$ cat config.mk
export PLATFORM = sky130hd
export DESIGN_NAME = timestamped_sample_log_ring_top
export DESIGN_NICKNAME = d
export VERILOG_FILES = /design/src/design/tslr_pkg.sv /design/src/design/timestamped_sample_log_ring_top.sv
export SDC_FILE = /design/constraint.sdc
export NUM_CORES = 1
export LEC_CHECK = 0
export BUFFER_PORTS_ARGS = -buffer_cell sky130_fd_sc_hd__buf_4
export CORE_MARGIN = 2
export CORE_UTILIZATION = 65
export DETAILED_ROUTE_END_ITERATION = 16
export GPL_TIMING_DRIVEN = 0
export PLACE_DENSITY_LB_ADDON = 0.05
export SYNTH_ARGS = -nofsm -noshare
export SYNTH_HDL_FRONTEND = slang
export SYNTH_SLANG_ARGS = --single-unit
$ cat constraint.sdc
create_clock -name clk_i -period 13.33 [get_ports clk_i]
set_clock_uncertainty 0.15 [all_clocks]
set_input_delay 1.333 -clock clk_i [delete_from_list [all_inputs] [get_ports clk_i]]
set_output_delay 1.333 -clock clk_i [all_outputs]
set_load 0.01 [all_outputs]
$ cat src/design/tslr_pkg.sv
// ----------------------------------------------------------------------------
// tslr_pkg
// Shared types, sizes and character codes for the timestamped sample log ring.
// ----------------------------------------------------------------------------
package tslr_pkg;

  localparam int unsigned DEPTH    = 16;
  localparam int unsigned PTR_W    = (DEPTH > 1) ? $clog2(DEPTH) : 1;
  localparam int unsigned CNT_W    = $clog2(DEPTH + 1);
  localparam int unsigned DIV_W    = 7;
  localparam int unsigned TXT_LEN  = 14;
  localparam int unsigned RADIX    = 10;
  localparam int unsigned RECIP    = 205;
  localparam int unsigned RECIP_SH = 11;

  localparam logic [7:0] CH_COLON = 8'h3A;
  localparam logic [7:0] CH_DASH  = 8'h2D;
  localparam logic [7:0] CH_DOT   = 8'h2E;
  localparam logic [7:0] CH_PCT   = 8'h25;
  localparam logic [7:0] CH_ZERO  = 8'h30;

  typedef enum logic [2:0] {
    KIND_STORE  = 3'd0,
    KIND_COUNT  = 3'd1,
    KIND_NEWEST = 3'd2,
    KIND_DUMP   = 3'd3,
    KIND_CLEAR  = 3'd4
  } kind_e;

  typedef enum logic [1:0] {
    REPLY_CLEAR  = 2'd0,
    REPLY_COUNT  = 2'd1,
    REPLY_RECORD = 2'd2,
    REPLY_NONE   = 2'd3
  } reply_e;

  typedef enum logic [2:0] {
    ST_IDLE,
    ST_COUNT,
    ST_READ,
    ST_HOUR,
    ST_MIN,
    ST_SEC,
    ST_OUT
  } state_e;

  typedef struct packed {
    logic [4:0] hour;
    logic [5:0] minute;
    logic [5:0] second;
    logic [3:0] hundreds;
    logic [3:0] tens;
    logic [3:0] units;
  } record_t;

  function automatic logic [7:0] digit_char(input logic [3:0] v);
    return {4'h0, v} + CH_ZERO;
  endfunction

endpackage

$ cat src/design/timestamped_sample_log_ring_top.sv
// ----------------------------------------------------------------------------
// timestamped_sample_log_ring_top
// Ring log of timestamped light readings with ASCII count, newest and dump
// replies, built around one shared divide-by-ten unit.
// ----------------------------------------------------------------------------
//  channel | handshake              | payload
//  --------+------------------------+----------------------------------------
//  in      | in_valid_i / in_ready_o | kind, hour, minute, second, lum digits
//  out     | out_valid_o / out_ready_i | reply_kind, text_low/high, length, last
//
//  Store: written in the input transfer. Clear and empty replies: registered
//  from the input transfer, then the output transfer. Count: one pass through
//  the divider, then the output transfer. Each record: memory read, hour,
//  minute, second through the shared divide-by-ten unit, then its output
//  transfer. Input is held off while an item is in progress.
//  Reset empties the log; the record memory itself is not cleared.
// ----------------------------------------------------------------------------
module timestamped_sample_log_ring_top (
  input  logic        clk_i,
  input  logic        rst_ni,
  input  logic        in_valid_i,
  output logic        in_ready_o,
  input  logic [2:0]  kind_i,
  input  logic [4:0]  hour_i,
  input  logic [5:0]  minute_i,
  input  logic [5:0]  second_i,
  input  logic [3:0]  lum_hundreds_i,
  input  logic [3:0]  lum_tens_i,
  input  logic [3:0]  lum_units_i,
  output logic        out_valid_o,
  input  logic        out_ready_i,
  output logic [1:0]  reply_kind_o,
  output logic [63:0] text_low_o,
  output logic [47:0] text_high_o,
  output logic [3:0]  text_length_o,
  output logic        last_o
);
  import tslr_pkg::*;

  localparam int unsigned SUM_W = CNT_W + 1;

  state_e               state_q, state_d;
  logic [PTR_W-1:0]     wp_q, wp_d, rd_idx_q, rd_idx_d;
  logic [CNT_W-1:0]     cnt_q, cnt_d, remain_q, remain_d;
  record_t              mem_q [DEPTH];
  record_t              rd_data_q;
  record_t              wr_rec;
  logic                 mem_we;
  logic [7:0]           hr_hi_q, hr_hi_d, hr_lo_q, hr_lo_d;
  logic [7:0]           mi_hi_q, mi_hi_d, mi_lo_q, mi_lo_d;
  logic                 out_valid_q, out_valid_d;
  reply_e               reply_q, reply_d;
  logic [63:0]          text_low_q, text_low_d;
  logic [47:0]          text_high_q, text_high_d;
  logic [3:0]           len_q, len_d;
  logic                 last_q, last_d;

  kind_e                kind_in;
  logic                 in_fire, out_fire;
  logic [SUM_W-1:0]     oldest_w;
  logic [PTR_W-1:0]     oldest_idx, newest_idx, wp_inc, rd_inc;

  logic [DIV_W-1:0]     div_x, div_q, div_r;
  logic [DIV_W+7:0]     div_prod;
  logic [7:0]           q_char, r_char;

  logic [7:0]           txt [TXT_LEN];
  logic [3:0]           txt_len;
  logic [63:0]          txt_low;
  logic [47:0]          txt_high;

  assign kind_in    = kind_e'(kind_i);
  assign in_ready_o = (state_q == ST_IDLE);
  assign in_fire    = in_valid_i && in_ready_o;
  assign out_fire   = out_valid_q && out_ready_i;

  assign wr_rec = '{hour: hour_i, minute: minute_i, second: second_i,
                    hundreds: lum_hundreds_i, tens: lum_tens_i, units: lum_units_i};

  assign wp_inc     = (wp_q == PTR_W'(DEPTH - 1)) ? '0 : wp_q + 1'b1;
  assign rd_inc     = (rd_idx_q == PTR_W'(DEPTH - 1)) ? '0 : rd_idx_q + 1'b1;
  assign newest_idx = (wp_q == '0) ? PTR_W'(DEPTH - 1) : wp_q - 1'b1;
  assign oldest_w   = SUM_W'(wp_q) + SUM_W'(DEPTH) - SUM_W'(cnt_q);
  assign oldest_idx = (oldest_w >= SUM_W'(DEPTH)) ? PTR_W'(oldest_w - SUM_W'(DEPTH))
                                                  : PTR_W'(oldest_w);

  // shared divide-by-ten unit
  always_comb begin
    unique case (state_q)
      ST_COUNT: div_x = DIV_W'(cnt_q);
      ST_HOUR:  div_x = DIV_W'(rd_data_q.hour);
      ST_MIN:   div_x = DIV_W'(rd_data_q.minute);
      ST_SEC:   div_x = DIV_W'(rd_data_q.second);
      default:  div_x = '0;
    endcase
  end

  assign div_prod = (DIV_W + 8)'(div_x) * (DIV_W + 8)'(RECIP);
  assign div_q    = DIV_W'(div_prod >> RECIP_SH);
  assign div_r    = div_x - ((div_q << 3) + (div_q << 1));
  assign q_char   = digit_char(div_q[3:0]);
  assign r_char   = digit_char(div_r[3:0]);

  // text assembly
  always_comb begin
    txt     = '{default: '0};
    txt_len = '0;
    if (state_q == ST_COUNT) begin
      if (cnt_q >= CNT_W'(RADIX)) begin
        txt[0]  = q_char;
        txt[1]  = r_char;
        txt_len = 4'd2;
      end else begin
        txt[0]  = digit_char(4'(cnt_q));
        txt_len = 4'd1;
      end
    end else if (state_q == ST_SEC) begin
      txt[0] = hr_hi_q;
      txt[1] = hr_lo_q;
      txt[2] = CH_COLON;
      txt[3] = mi_hi_q;
      txt[4] = mi_lo_q;
      txt[5] = CH_COLON;
      txt[6] = q_char;
      txt[7] = r_char;
      txt[8] = CH_DASH;
      if (rd_data_q.hundreds != '0) begin
        txt[9]  = digit_char(rd_data_q.hundreds);
        txt[10] = digit_char(rd_data_q.tens);
        txt[11] = CH_DOT;
        txt[12] = digit_char(rd_data_q.units);
        txt[13] = CH_PCT;
        txt_len = 4'd14;
      end else begin
        txt[9]  = digit_char(rd_data_q.tens);
        txt[10] = CH_DOT;
        txt[11] = digit_char(rd_data_q.units);
        txt[12] = CH_PCT;
        txt_len = 4'd13;
      end
    end
    txt_low  = {txt[7], txt[6], txt[5], txt[4], txt[3], txt[2], txt[1], txt[0]};
    txt_high = {txt[13], txt[12], txt[11], txt[10], txt[9], txt[8]};
  end

  // next state
  always_comb begin
    state_d = state_q;
    unique case (state_q)
      ST_IDLE: begin
        if (in_fire) begin
          unique case (kind_in)
            KIND_COUNT:  state_d = ST_COUNT;
            KIND_NEWEST,
            KIND_DUMP:   state_d = (cnt_q == '0) ? ST_OUT : ST_READ;
            KIND_CLEAR:  state_d = ST_OUT;
            default:     state_d = ST_IDLE;
          endcase
        end
      end
      ST_COUNT: state_d = ST_OUT;
      ST_READ:  state_d = ST_HOUR;
      ST_HOUR:  state_d = ST_MIN;
      ST_MIN:   state_d = ST_SEC;
      ST_SEC:   state_d = ST_OUT;
      ST_OUT: begin
        if (out_fire) begin
          state_d = (remain_q > CNT_W'(1)) ? ST_READ : ST_IDLE;
        end
      end
      default: state_d = ST_IDLE;
    endcase
  end

  // datapath and outputs
  always_comb begin
    wp_d        = wp_q;
    cnt_d       = cnt_q;
    rd_idx_d    = rd_idx_q;
    remain_d    = remain_q;
    mem_we      = 1'b0;
    hr_hi_d     = hr_hi_q;
    hr_lo_d     = hr_lo_q;
    mi_hi_d     = mi_hi_q;
    mi_lo_d     = mi_lo_q;
    out_valid_d = out_valid_q;
    reply_d     = reply_q;
    text_low_d  = text_low_q;
    text_high_d = text_high_q;
    len_d       = len_q;
    last_d      = last_q;
    unique case (state_q)
      ST_IDLE: begin
        if (in_fire) begin
          unique case (kind_in)
            KIND_STORE: begin
              mem_we = 1'b1;
              wp_d   = wp_inc;
              if (cnt_q < CNT_W'(DEPTH)) begin
                cnt_d = cnt_q + 1'b1;
              end
            end
            KIND_COUNT: remain_d = '0;
            KIND_NEWEST,
            KIND_DUMP: begin
              if (cnt_q == '0) begin
                remain_d    = '0;
                out_valid_d = 1'b1;
                reply_d     = REPLY_NONE;
                text_low_d  = '0;
                text_high_d = '0;
                len_d       = '0;
                last_d      = 1'b1;
              end else if (kind_in == KIND_NEWEST) begin
                rd_idx_d = newest_idx;
                remain_d = CNT_W'(1);
              end else begin
                rd_idx_d = oldest_idx;
                remain_d = cnt_q;
              end
            end
            KIND_CLEAR: begin
              wp_d        = '0;
              cnt_d       = '0;
              remain_d    = '0;
              out_valid_d = 1'b1;
              reply_d     = REPLY_CLEAR;
              text_low_d  = '0;
              text_high_d = '0;
              len_d       = '0;
              last_d      = 1'b1;
            end
            default: ;
          endcase
        end
      end
      ST_COUNT: begin
        out_valid_d = 1'b1;
        reply_d     = REPLY_COUNT;
        text_low_d  = txt_low;
        text_high_d = txt_high;
        len_d       = txt_len;
        last_d      = 1'b1;
      end
      ST_READ: ;
      ST_HOUR: begin
        hr_hi_d = q_char;
        hr_lo_d = r_char;
      end
      ST_MIN: begin
        mi_hi_d = q_char;
        mi_lo_d = r_char;
      end
      ST_SEC: begin
        out_valid_d = 1'b1;
        reply_d     = REPLY_RECORD;
        text_low_d  = txt_low;
        text_high_d = txt_high;
        len_d       = txt_len;
        last_d      = (remain_q == CNT_W'(1));
      end
      ST_OUT: begin
        if (out_fire) begin
          out_valid_d = 1'b0;
          if (remain_q > CNT_W'(1)) begin
            remain_d = remain_q - 1'b1;
            rd_idx_d = rd_inc;
          end
        end
      end
      default: ;
    endcase
  end

  always_ff @(posedge clk_i or negedge rst_ni) begin
    if (!rst_ni) begin
      state_q     <= ST_IDLE;
      wp_q        <= '0;
      cnt_q       <= '0;
      remain_q    <= '0;
      out_valid_q <= 1'b0;
    end else begin
      state_q     <= state_d;
      wp_q        <= wp_d;
      cnt_q       <= cnt_d;
      remain_q    <= remain_d;
      out_valid_q <= out_valid_d;
    end
  end

  always_ff @(posedge clk_i) begin
    rd_idx_q    <= rd_idx_d;
    hr_hi_q     <= hr_hi_d;
    hr_lo_q     <= hr_lo_d;
    mi_hi_q     <= mi_hi_d;
    mi_lo_q     <= mi_lo_d;
    reply_q     <= reply_d;
    text_low_q  <= text_low_d;
    text_high_q <= text_high_d;
    len_q       <= len_d;
    last_q      <= last_d;
  end

  // record memory
  always_ff @(posedge clk_i) begin
    if (mem_we) begin
      mem_q[wp_q] <= wr_rec;
    end
    rd_data_q <= mem_q[rd_idx_q];
  end

  assign out_valid_o   = out_valid_q;
  assign reply_kind_o  = reply_q;
  assign text_low_o    = text_low_q;
  assign text_high_o   = text_high_q;
  assign text_length_o = len_q;
  assign last_o        = last_q;

`ifndef NO_ASSERTIONS
  a_busy_while_out: assert property (@(posedge clk_i) disable iff (!rst_ni)
    out_valid_o |-> !in_ready_o)
    else $error("input ready while a result is pending");

  a_cnt_range: assert property (@(posedge clk_i) disable iff (!rst_ni)
    cnt_q <= CNT_W'(DEPTH))
    else $error("record count above depth");

  a_single_last: assert property (@(posedge clk_i) disable iff (!rst_ni)
    (out_valid_o && (reply_kind_o != REPLY_RECORD)) |-> last_o)
    else $error("single reply without last flag");

  a_store_count: assert property (@(posedge clk_i) disable iff (!rst_ni)
    (in_valid_i && in_ready_o && (kind_i == KIND_STORE) && (cnt_q < CNT_W'(DEPTH)))
      |=> (cnt_q == $past(cnt_q) + 1'b1))
    else $error("store transfer did not advance the count");
`endif

endmodule
==> impl_metrics.env <==
export IMPL_synth_seq_cells=579
export IMPL_cp_common_cell="ha_1"
export IMPL_reg2reg_to="text_low_o[11]"
export IMPL_grt_max_degree=33
export IMPL_die_y_um=195
export IMPL_cap_violations=0
export IMPL_die_x_um=195
export IMPL_clkPwrFrac=0.263
export IMPL_grt_first_pass_wirelength_um=83300
export IMPL_grt_pass1_vias=13485
export IMPL_finalSetupViolCount=0
export IMPL_cp_required_ns=13.53
export IMPL_post_place_ws_ns=6.97
export IMPL_ys_types=65
export IMPL_maxSlewViolCount=0
export IMPL_fin_area_mm2=0.0276
export IMPL_arrival_ns=6.64
export IMPL_rows=70
export IMPL_worstRegToRegCells=21
export IMPL_setup_tns_final_ns=0
export IMPL_clock_sinks=579
export IMPL_post_route_period_util=0.483
export IMPL_final_common_cell="edfxtp_1"
export IMPL_fin_util=0.762
export IMPL_place_congestion=0.821
export IMPL_syn_inst=1438
export IMPL_cp_slowest_cell="or4_4"
export IMPL_ctsHoldBuffers=0
export IMPL_max_clock_path_buffers=3
export IMPL_sw_frac_of_total=0.324
export IMPL_synth_edf_count=532
export IMPL_cts_root_buf="clkbuf_16"
export IMPL_rsz0062_at_grt="no"
export IMPL_critPathMaxStageDelay_ns=0.55
export IMPL_status="finished clean"
export IMPL_ctsResizeCount=0
export IMPL_seqPwrFrac=0.411
export IMPL_drtPass1Iterations=5
export IMPL_layout_drive_gt1_share=0.234
export IMPL_layout_min_cycle_time_ns=6.44
export IMPL_worstHoldEndpoint="text_low_o[32]"
export IMPL_clock_latency_ns=0.61
export IMPL_avgSynthCellArea_um2=16.5
export IMPL_mostFrequentLayoutCells="edfxtp_1 (532), buf_4 (185), mux2i_1 (99)"
export IMPL_synth_seq_area_share=0.716
export IMPL_fmax_mhz=155
export IMPL_crit_path_start_kind="flop"
export IMPL_wl_per_cell_um=25.6
export IMPL_dieArea_mm2=0.0381
export IMPL_yosysWarnings=0
export IMPL_synth_cell_area_mm2=0.0237
export IMPL_path_class="reg -> reg"
export IMPL_fin_ws_ns=6.89
export IMPL_ys_flop_type="edfxtp_1"
export IMPL_placed_area_mm2=0.0259
export IMPL_htree_levels=2
export IMPL_min_path_cells=1
export IMPL_fillers=2091
export IMPL_routed_wirelength_um=56000
export IMPL_relSlewSlack=0.175
export IMPL_routed_via_density=6.31
export IMPL_ir_worst_vdd_uv=118
export IMPL_ioPinCount=157
export IMPL_powerDensity_mw_per_mm2=205
export IMPL_cts_buffers=56
export IMPL_multiInputGateArea_mm2=0.00607
export IMPL_p_switching_uw=1830
export IMPL_p_leak_uw=0.0100
export IMPL_tightest_slew_ns=1.24
export IMPL_track_usage=0.299
export IMPL_clkTransAtPathRegs_ns=0.06
export IMPL_r2r_start="state_q[0]"
export IMPL_seq_area_mm2=0.0170
export IMPL_drtIter0Drc=1189
export IMPL_hold_viol=0
export IMPL_gr_total_overflow=0
export IMPL_critPathCaptureType="flop"
export IMPL_core_area_mm2=0.0363
export IMPL_dp_hpwl_um=37200
export IMPL_hp_class="reg -> reg"
export IMPL_crit_chain="buf_6 -> clkbuf_1 -> mux2i_1 -> o22a_1 -> inv_1 -> ha_1 -> fa_1 -> ha_1 -> ha_1 -> nor2b_1 -> nand4_1 -> or4_4 -> and3_1 -> xnor2_1 -> inv_1 -> ha_1 -> nand2_1 -> o2111ai_1 -> xnor2_1 -> xor2_1 -> o21ai_1"
export IMPL_area_delta_synth_final_pct=16.3
export IMPL_dr_total_vias=13814
export IMPL_port_buffers=116
export IMPL_cts_tree="built"
export IMPL_drc=0
export IMPL_async_reset_ff_frac=0.0311
export IMPL_critPathMaxFanout=10
export IMPL_nets=1755
export IMPL_start_util=0.655
export IMPL_internal_power_uw=3820
export IMPL_r2r_slack_ns=6.89
export IMPL_post_cts_buffers=0
export IMPL_holdCritStartpoint="mi_lo_q[0]"
export IMPL_drtAntennaViolNets=0
export IMPL_p_comb_frac=0.326
export IMPL_antenna_found_initial=5
## power groups by stage
stage | logic, uW | registers [uW] | clock network (uW)
floorplan | 1110 | 2380 | 0
global placement | 1750 | 2360 | 0
detailed placement | 1810 | 2360 | 0
CTS | 1830 | 2320 | 1490
global route | 2000 | 2340 | 1560
finish | 1840 | 2320 | 1490
## per-layer routing
layer,routed length (um),vias to the layer above,track usage
met3,4910,134,0.0484
li1,-,5956,-
met4,2010,2,0.115
met2,27800,768,0.500
met1,21300,6954,0.402
met5,14,-,0
## metrics by stage
step                      power [uW]  std cells  hold slack (ns)
after floorplan                 3500       1476            0.321
after global placement          4120       2060            0.348
after detailed placement        4170       2085            0.353
after CTS                       5640       2188            0.359
after global routing            5900       2189            0.367
final                           5650       2190            0.359
## sequential cells by signal, summed over array words and instances (netlist names)
| name | count |
|---|---|
| reply_kind_o | 2 |
| remain_q | 5 |
| wp_q | 4 |
| mi_lo_q | 4 |
| hr_lo_q | 4 |
| hr_hi_q | 3 |
| rd_idx_q | 4 |
| out_valid_o | 1 |
| state_q | 3 |
| mi_hi_q | 3 |
| text_length_o | 3 |
| text_low_o | 25 |
| rd_data_q | 29 |
| mem_q | 464 |
| text_high_o | 19 |
| last_o | 1 |
| cnt_q | 5 |
## area by class of cell
class,instances,share of cell area
sequential,579,0.616
multi-input combinational,726,0.220
clock buffer,81,0.0564
timing repair buffer,141,0.0478
buffer,139,0.0293
tap,468,0.0212
clock inverter,22,0.00516
inverter,32,0.00435
antenna,2,0.000181
## worst max-delay path by stage
stage | from | endpoint | slack [ns] | cells past startpoint
floorplan | state_q[1] | text_low_o[11] | 7.94 | 23
global placement | kind_i[0] | mem_q[2][10] | 5.52 | 6
detailed placement | state_q[0] | text_low_o[11] | 6.97 | 21
CTS | state_q[0] | text_low_o[11] | 6.95 | 21
global route | state_q[0] | text_low_o[11] | 6.61 | 21
finish | state_q[0] | text_low_o[11] | 6.89 | 21
## Yosys cell counts (3+ instances only)
cell,number,area (um^2)
fa_1,7,140
a21o_1,3,22.5
a32oi_1,3,26.3
and2_1,15,93.8
mux2_2,28,315
nand2b_1,4,25.0
o21ai_0,83,415
a211oi_1,6,45.0
nand2_1,63,236
buf_4,69,518
nand3_1,9,45.0
mux4_2,58,1310
a21oi_1,59,295
ha_1,37,463
buf_6,3,33.8
dfrtp_1,18,450
buf_2,5,25.0
nor2b_1,3,18.8
xnor2_1,9,78.8
a22oi_1,30,225
dfxtp_1,29,581
a221oi_1,29,254
and3_1,8,50.1
clkbuf_1,48,180
nor3_1,9,45.0
inv_1,31,116
nor2_1,76,285
buf_1,14,52.6
o22a_1,3,26.3
mux2i_1,99,991
xor2_1,6,52.6
edfxtp_1,532,16000
## cells by family (layout without fill, tap and decap cells)
kind of cell             Yosys count  after routing  share of synthesized area
buffers and inverters            171            415                     0.0392
multiplexers                     185            185                      0.110
XOR/XNOR                          15             15                    0.00553
flip-flops                       579            579                      0.716
other                              1             41                   0.000158
AO/OA/AOI/OAI                    241            241                     0.0648
AND/OR/NAND/NOR                  202            202                     0.0388
adder cells (fa/ha/maj)           44             44                     0.0254
## worst max-delay path: cells and delay by family (launching register included)
kind / cells / cell delay [ns]
adder cells (fa/ha/maj): 5 / 1.70
XOR/XNOR: 3 / 0.82
buffers and inverters: 4 / 0.94
flip-flops: 1 / 0.46
AND/OR/NAND/NOR: 5 / 1.11
multiplexers: 1 / 0.50
AO/OA/AOI/OAI: 3 / 0.50
Note: power is estimated with default switching activity, not from simulation.
